<file path="src/hw/rtl/dc2_mod.sv">
// wraps a flat index to the store depth: reciprocal multiply, back multiply,
// then one compare and subtract
module dc2_mod #(
  parameter int DEPTH = 4096,
  parameter int XW    = 19
) (
  input  logic                     clk,
  input  logic [XW-1:0]            x,
  output logic [$clog2(DEPTH)-1:0] addr
);

  localparam int AW = $clog2(DEPTH);
  localparam int R  = (2 ** XW) / DEPTH;
  localparam int RW = $clog2(R + 1);
  localparam int PW = XW + RW;
  localparam logic [AW:0] DEPTH_C = (AW + 1)'(DEPTH);

  logic [XW-1:0] x_q;
  logic [RW-1:0] quot;
  logic [PW-1:0] prod;
  logic [XW-1:0] back;
  logic [XW-1:0] rem_full;
  logic [AW:0]   rem;

  // quotient estimate is exact or one short
  assign prod = PW'(x) * PW'(R);

  always_ff @(posedge clk) begin
    x_q  <= x;
    quot <= prod[PW-1:XW];
  end

  assign back     = XW'(quot) * XW'(DEPTH);
  assign rem_full = x_q - back;

  always_ff @(posedge clk) begin
    rem <= rem_full[AW:0];
  end

  assign addr = (rem >= DEPTH_C) ? AW'(rem - DEPTH_C) : AW'(rem);

endmodule

</file>
<file path="config.mk">
export PLATFORM = sky130hd
export DESIGN_NAME = dc2_mod
export DESIGN_NICKNAME = d
export VERILOG_FILES = /design/src/hw/rtl/dc2_mod.sv
export SDC_FILE = /design/constraint.sdc
export NUM_CORES = 1
export LEC_CHECK = 0
export BUFFER_PORTS_ARGS = -buffer_cell sky130_fd_sc_hd__buf_2
export CAP_MARGIN = 20
export CORE_UTILIZATION = 36
export DETAILED_ROUTE_END_ITERATION = 10
export GPL_ROUTABILITY_DRIVEN = 0
export PLACE_DENSITY = 0.68
export SETUP_SLACK_MARGIN = 0.2
export SKIP_CTS_REPAIR_TIMING = 1
export SYNTH_ARGS = -nofsm -noshare
export SYNTH_HDL_FRONTEND = slang
export SYNTH_SLANG_ARGS = --single-unit
</file>
<file path="constraint.sdc">
create_clock -name clk -period 0.8 [get_ports clk]
set_input_delay 0.08 -clock clk [delete_from_list [all_inputs] [get_ports clk]]
set_output_delay 0.08 -clock clk [all_outputs]
set_load 0.05 [all_outputs]
</file>
# Word-level counts from Yosys, hierarchy flattened
# Cells that the tools add are included.
op_classes:
  mul: 0
  reduce_logical: 0
  magnitude_cmp: 1
  muxes: 1
  div: 0
  bitwise_logic: 0
  shifts: 0
  n_eq_ne: 0
  add_sub_neg: 2
ops:
  columns: ["cell", "count"]
  rows:
  - ["$ge 13x13->1 const B", 1]
  - ["$sub 13x13->13", 1]
  - ["$mux 12", 1]
  - ["$sub 12x1->12 const B", 1]
word_totals:
  mem_count: 0
  wordCells: 7
  latch_bits: 0
  out_inout_bits: 12
  romBits: 0
  reg_bits: 27
  ramBits: 0
  in_bits: 20

# Logic depth before layout (Yosys ltp)
# Gate-level depths: netlist of run 1.
depth:
  word_depth: 2
  depth_mapped: 0

# Worst setup path before layout of run 1
# Ideal clock, no wire load.
synth_timing:
  path_type: "register -> output"
  start: "register rem[0]"
  end: "output addr[0]"
  arrival_ns: 0.587
  path_stages_with_launch: 1
  setup_slack_ns: 0.133
  t_required_ns: 0.720
  path_cell_list: "dfxtp_1"
synth_via:
  elab_chain_cells: 2
synth_rtl:
  columns: ["item", "line_no", "rtl"]
  rows:
  - ["start, declared", "23", "logic [AW:0] rem;"]
  - ["start signal, assigned", "37", "rem <= rem_full[AW:0];"]
  - ["$sub 12x1->12 / $ge 13x13->1 (equally long branches)", "40", "assign addr = (rem >= DEPTH_C) ? AW'(rem - DEPTH_C) : AW'(rem);"]
  - ["$mux 12 (*)", "40", null]
  - ["end, declared", "9", "output logic [$clog2(DEPTH)-1:0] addr"]
# Every way passes the cells marked *; elsewhere a longest branch is shown, timed or not.

# Worst setup path in the final report of run 1
layout_timing:
  start: "register rem[2]"
  end: "output addr[2]"
# Same word-level chain as after synthesis.

==> results of run 1 <==
==> cell usage after synthesis <==
| master | count |
|---|---|
| dfxtp_1 | 24 |
==> per-layer routing <==
metal	wire length, µm	GRT usage	vias up
li1	-	-	152
met1	261	0.0667	117
met2	419	0.125	15
met3	40	0.0698	2
met4	8	0.0776	0
met5	0	0	-
==> worst min path at each step <==
stage	slack (ps)	endpoint	start	cells after the start
final	330	rem[4]	x_q[4]	0
after CTS	-140	x_q[2]	x[2]	1
after detailed placement	180	x_q[2]	x[2]	1
after global placement	180	x_q[2]	x[2]	1
after global routing	320	rem[0]	x_q[0]	0
after floorplan	110	x_q[0]	x[0]	0
==> logic make-up after synthesis <==
kind of cell / count (synthesis) / synth area share
DFF: 24 / 1.00
==> layout make-up <==
class	count	area [µm²]	share of cell area
flip-flops and latches	24	495	0.554
well taps	14	17.5	0.0196
repair buffers	36	345	0.386
clock buffers	4	36.3	0.0406
==> power groups by stage <==
stage | registers, mW | logic, mW | clock network, mW
5_1_grt | 1.29 | 0.283 | 0.675
2_1_floorplan | 1.42 | 0 | 0
4_1_cts | 1.28 | 0.172 | 0.609
6_report | 1.29 | 0.273 | 0.580
3_5_place_dp | 1.30 | 0.172 | 0
3_3_place_gp | 1.30 | 0.171 | 0
==> flip-flops by register name, summed over array words and instances, names as in the netlist <==
| name | count |
|---|---|
| rem | 12 |
| x_q | 12 |
==> through the flow <==
stage / setup TNS [ps] / hold WS, ps
floorplan: 0 / 108
global placement: 0 / 182
detailed placement: 0 / 184
CTS: -1940 / -135
global route: -1320 / 324
finish: -703 / 333
==> metrics.cfg, run 1 <==
[floorplan]
die_y_um=38.5
pin_count=32
dieArea_mm2=0.00148
fp.coreArea_mm2=0.00117
initial_core_util=0.410
rows=12
die_x_um=38.5

[detailed_routing]
first_iter_violations=2
drc_errors=0
vias=286
dr.pass1.iters=2
routed_wl_um=729
ant_nets=0
vias_per_cell=3.67
wl_per_cell_um=9.35

[power_and_ir_drop]
power_mw=2.14
pwr-share-seq=0.602
p_sw_uw=465
p_clk_frac=0.271
swShare=0.217
internal_power_mw=1.68
power_frac_comb=0.127
vdd_drop_max_mv=1.51
powerDensity_mw_per_mm2=2390
leakage_nw=0.404

[critical_path]
crit-reg2reg-capture=rem[8]
cp_slowest_cell=dfxtp_2
ff2ff_path_depth=0
critPathTopFamily=flip-flops
path_cells=buf_6
end_kind=output pin
reg2reg_from=x_q[8]
r2r_slack_ps=390
crit_path_start_kind=register
cp.depth=1
crit_type=reg2out
arrival_ps=790
path_max_fanout=1
worstSetupEndpoint=addr[2]
critPathBufInv=1
cp-startpoint=rem[2]
critPathRequiredTime_ps=720
slowest_delay_ps=340

[global_route]
gr-total-overflow=0
grt_pass1_wl_um=731
grt_max_degree=14
grt_usage=0.0844
grt_antenna_before_repair=0
grt_pass1_vias=196

[timing]
tightest_slew_ps=114
fmax_mhz=1150
setup_viol=12
timing.slew.headroom=0.924
rsz0062_at_grt=true
setup_ws_ps=-66.5
skew_ps=4.81
hold_violations=0
finalMaxSlewViolations=0
fin_crit_ps=866
period_share=1.08

[synth]
syn_nets=44
syn-mean-instance-area_um2=20.0
syn_inst=24
synth_top_cell_area_share=1.00
synth_warnings=0
synth.largest_area_cell=dfxtp_1
synthDistinctLibCells=1
synthTopCellsByArea=dfxtp_1 100%
synth_area_um2=480
ys_seq_area_frac=1.00
ys_seq_elements=24

[final_layout]
drive_gt1_frac=0.625
fin_area_um2=895
nets=85
antennaDiodeCount=0
multi_input_area_um2=0
most-common-layout-cells=12 x dlygate4sd3_1, 12 x buf_2, 12 x dfxtp_2, 12 x dfxtp_1, 8 x buf_8
fin_util=0.764
syn2layout_area_growth_pct=86.2
multi_input_cells=0
stdcell_count=78
num-fill-cells=71

[clock_network]
cts_buffer_depth=2
tritoncts=done
cts_sinks=24
insertion_delay_ps=290
clkSlewWorstSetupHoldPaths_ps=110
cts.htree.levels=1
numCtsBuffers=3
root_buffer=clkbuf_4

[status]
status=finished with violations
failed_checks=negative setup slack

[job]
max-cap-violations=0

[placed_design]
portBuffers=24
dp_cells=62
placed_cell_area_um2=633
place_ws_ps=176

[hold_path]
hold_class=reg2reg

Note: power is estimated with default switching activity, not from simulation.
==> run 2: changes to the inputs <==
--- a/config.mk
+++ b/config.mk
@@ -7,8 +7,9 @@
 export LEC_CHECK = 0
 export BUFFER_PORTS_ARGS = -buffer_cell sky130_fd_sc_hd__buf_2
 export CAP_MARGIN = 20
-export CORE_UTILIZATION = 36
+export CORE_AREA = 2 2 39 41
 export DETAILED_ROUTE_END_ITERATION = 10
+export DIE_AREA = 0 0 41 43
 export GPL_ROUTABILITY_DRIVEN = 0
 export PLACE_DENSITY = 0.68
 export SETUP_SLACK_MARGIN = 0.2
==> constraint.sdc (replaced) <==
create_clock -name clk -period 1.04 [get_ports clk]
set_input_delay 0.104 -clock clk [delete_from_list [all_inputs] [get_ports clk]]
set_output_delay 0.104 -clock clk [all_outputs]
set_load 0.05 [all_outputs]
==> metrics.cfg, run 2 (synthesized netlist as in run 1, its figures left out) <==
[status]
status=completed

[clock_network]
cts_sinks=24
tritoncts=done
clkSlewWorstSetupHoldPaths_ps=110
insertion_delay_ps=290
cts.htree.levels=1
root_buffer=clkbuf_4
numCtsBuffers=3
cts_buffer_depth=2

[detailed_routing]
dr.pass1.iters=2
ant_nets=0
drc_errors=0
vias=294
first_iter_violations=1
routed_wl_um=786
wl_per_cell_um=9.83
vias_per_cell=3.68

[global_route]
grtUsageMet3=0.0628
grt_antenna_before_repair=0
grt_pass1_vias=217
grt_usage=0.0723
grt.met1_usage=0.0673
grt_max_degree=14
busiest_layer=met2
grt_pass1_wl_um=793
gr-total-overflow=0
grtUsageMet2=0.103

[critical_path]
path_cells=buf_6
cp_slowest_cell=dfxtp_2
arrival_ps=790
crit_type=reg2out
end_kind=output pin
critPathTopFamily=flip-flops
critPathRequiredTime_ps=940
crit_path_start_kind=register
critPathBufInv=1
slowest_delay_ps=350
path_max_fanout=1

[timing]
period_share=0.859
setup-tns-final_ps=0
setup_viol=0
timing.slew.headroom=0.925
finalMaxSlewViolations=0
fmax_mhz=1120
fin_crit_ps=893
rsz0062_at_grt=true
hold_violations=0
tightest_slew_ps=113
skew_ps=0.539

[power_and_ir_drop]
leakage_nw=0.404
vdd_drop_max_mv=1.34
powerDensity_mw_per_mm2=1830

[hold_path]
hold_class=reg2reg

[floorplan]
dieArea_mm2=0.00176
die_x_um=41
initial_core_util=0.347
die_y_um=43
rows=14
pin_count=32
fp.coreArea_mm2=0.00138

[final_layout]
num-fill-cells=106
fin_util=0.648
top_regs=rem (12), x_q (12)
syn2layout_area_growth_pct=86.7
multi_input_area_um2=0
most-common-layout-cells=12 x dlygate4sd3_1, 12 x buf_2, 12 x dfxtp_2, 12 x dfxtp_1, 8 x buf_8
antennaDiodeCount=0
nets=85
multi_input_cells=0
drive_gt1_frac=0.625

[job]
max-cap-violations=0

[placed_design]
portBuffers=24

==> run 2: cell counts in the layout (fill, tap and decap cells not counted) <==
No cell type changed its count.
==> run 2: path summary, 6_finish.rpt <==
kind	to	startpoint	slack (ps)	cells past startpoint
min reg2reg	rem[4]	x_q[4]	330	0
max	addr[8]	rem[8]	150	1
min	rem[4]	x_q[4]	330	0
max reg2reg	rem[3]	x_q[3]	630	0
==> run 2: layout make-up <==
cell class | count | area, µm² | area share
Sequential cell | 24 | 495 | 0.552
Timing Repair Buffer | 36 | 345 | 0.385
Clock buffer | 4 | 36.3 | 0.0404
Tap cell | 16 | 20.0 | 0.0223
==> run 2: where the power goes <==
part           total [mW]  switching, mW  internal (mW)
Clock               0.444          0.231          0.213
Sequential          0.993         0.0194          0.973
Combinational       0.209          0.106          0.103
Total                1.65          0.356           1.29
==> run 2: routing by layer <==
metal	vias to the layer above	wire length [µm]
li1	153	-
met4	0	12
met2	12	473
met3	2	37
met1	127	262
met5	-	0
==> run 2: per-stage QoR <==
stage                     hold slack, ps  cells  cell area [µm²]  power [mW]  setup slack (ps)
after floorplan                      132     24              480        1.09               349
after global placement               207     64              621        1.13               387
after detailed placement             208     64              621        1.13               390
after CTS                           -103     68              657        1.57              52.0
after global routing                 339     80              897        1.73              88.4
final                                333     80              897        1.65               147
==> run 3: changes to the inputs <==
--- a/config.mk
+++ b/config.mk
@@ -7,11 +7,12 @@
 export LEC_CHECK = 0
 export BUFFER_PORTS_ARGS = -buffer_cell sky130_fd_sc_hd__buf_2
 export CAP_MARGIN = 20
-export CORE_AREA = 2 2 39 41
+export CORE_MARGIN = 1.5
+export CORE_UTILIZATION = 33
+export CTS_CLUSTER_SIZE = 24
 export DETAILED_ROUTE_END_ITERATION = 10
-export DIE_AREA = 0 0 41 43
 export GPL_ROUTABILITY_DRIVEN = 0
-export PLACE_DENSITY = 0.68
+export PLACE_DENSITY = 0.65
 export SETUP_SLACK_MARGIN = 0.2
 export SKIP_CTS_REPAIR_TIMING = 1
 export SYNTH_ARGS = -nofsm -noshare
==> constraint.sdc (replaced) <==
create_clock -name clk -period 0.8 [get_ports clk]
set_input_delay 0.08 -clock clk [delete_from_list [all_inputs] [get_ports clk]]
set_output_delay 0.08 -clock clk [all_outputs]
set_load 0.05 [all_outputs]
==> metrics.cfg, run 3 (synthesized netlist as in run 1, its figures left out) <==
[global_route]
grt_pass1_vias=271
grt_pass1_wl_um=1040
grt_antenna_before_repair=0
grt_usage=0.108
grt_max_degree=14
gr-total-overflow=0

[timing]
finalMaxSlewViolations=0
period_share=1.09
setup_ws_ps=-71.2
fin_crit_ps=871
tightest_slew_ps=117
timing.slew.headroom=0.922
skew_ps=5.65
setup_viol=12
hold_violations=0
fmax_mhz=1150
whs_ps=333
rsz0062_at_grt=true

[clock_network]
tritoncts=done
cts_buffer_depth=2
insertion_delay_ps=290
numCtsBuffers=3
cts_sinks=24
cts.htree.levels=1
clkSlewWorstSetupHoldPaths_ps=120
root_buffer=clkbuf_4

[final_layout]
top_regs=rem (12), x_q (12)
register_area_um2=495
nets=85
multi_input_cells=0
multi_input_area_um2=0
num-fill-cells=96
most-common-layout-cells=12 x dlygate4sd3_1, 12 x buf_2, 12 x dfxtp_2, 12 x dfxtp_1, 11 x buf_8
syn2layout_area_growth_pct=88.8
fin_area_um2=907
antennaDiodeCount=0
drive_gt1_frac=0.625

[power_and_ir_drop]
p_sw_uw=471
p_clk_frac=0.271
pwr-share-seq=0.600
swShare=0.219
internal_power_mw=1.68
leakage_nw=0.409
powerDensity_mw_per_mm2=2370
vdd_drop_max_mv=1.28
power_frac_comb=0.129

[detailed_routing]
drc_errors=0
vias_per_cell=3.67
wl_met2_um=495
dr.pass1.iters=1
routed_wl_um=803
first_iter_violations=0
ant_nets=0
wl_per_cell_um=10.2
met1_length_um=276
maxUsedRoutingLayer=met3
wl_met3_um=30
vias=290

[critical_path]
end_kind=output pin
critPathRequiredTime_ps=720
crit_path_start_kind=register
arrival_ps=790
path_cells=buf_8
critPathTopFamily=flip-flops
cp_slowest_cell=dfxtp_2
crit_type=reg2out
path_max_fanout=1
slowest_delay_ps=360
critPathBufInv=1

[placed_design]
portBuffers=24
place_ws_ps=168
placed_cell_area_um2=634

[job]
max-cap-violations=0

[status]
failed_checks=negative setup slack
status=finished with violations

[floorplan]
die_x_um=41.2
dieArea_mm2=0.00169
die_y_um=41.2
initial_core_util=0.360
fp.coreArea_mm2=0.00133
rows=13
pin_count=32

[hold_path]
hold_class=reg2reg

==> run 3: per-layer routing <==
layer | track usage | up-vias
met5 | 0 | -
met4 | 0.0968 | 0
met3 | 0.0652 | 0
met2 | 0.180 | 12
met1 | 0.0864 | 127
li1 | - | 151
==> run 3: worst paths after layout <==
kind / from / endpoint / slack [ps] / cells past startpoint
max: rem[1] / addr[1] / -70 / 1
min: x_q[5] / rem[5] / 330 / 0
max reg2reg: x_q[1] / rem[1] / 390 / 0
min reg2reg: x_q[5] / rem[5] / 330 / 0
==> run 3: power groups by stage <==
stage / clock network, mW / registers (mW) / logic (mW)
after floorplan: 0 / 1.42 / 0
after global placement: 0 / 1.30 / 0.171
after detailed placement: 0 / 1.31 / 0.172
after CTS: 0.613 / 1.28 / 0.173
after global routing: 0.692 / 1.30 / 0.293
final: 0.583 / 1.29 / 0.278
==> run 3: area by class of cell <==
type                    count  area share
clock buffers               4      0.0400
flip-flops and latches     24       0.546
well taps                  15      0.0207
repair buffers             36       0.393
==> run 3: through the flow <==
step | total power [mW] | utilization | setup TNS, ps | std cells
floorplan | 1.42 | - | 0 | 24
global placement | 1.47 | 0.476 | 0 | 63
detailed placement | 1.48 | 0.476 | 0 | 63
CTS | 2.07 | 0.503 | -2030 | 67
global route | 2.29 | 0.680 | -1470 | 79
finish | 2.15 | 0.680 | -733 | 79
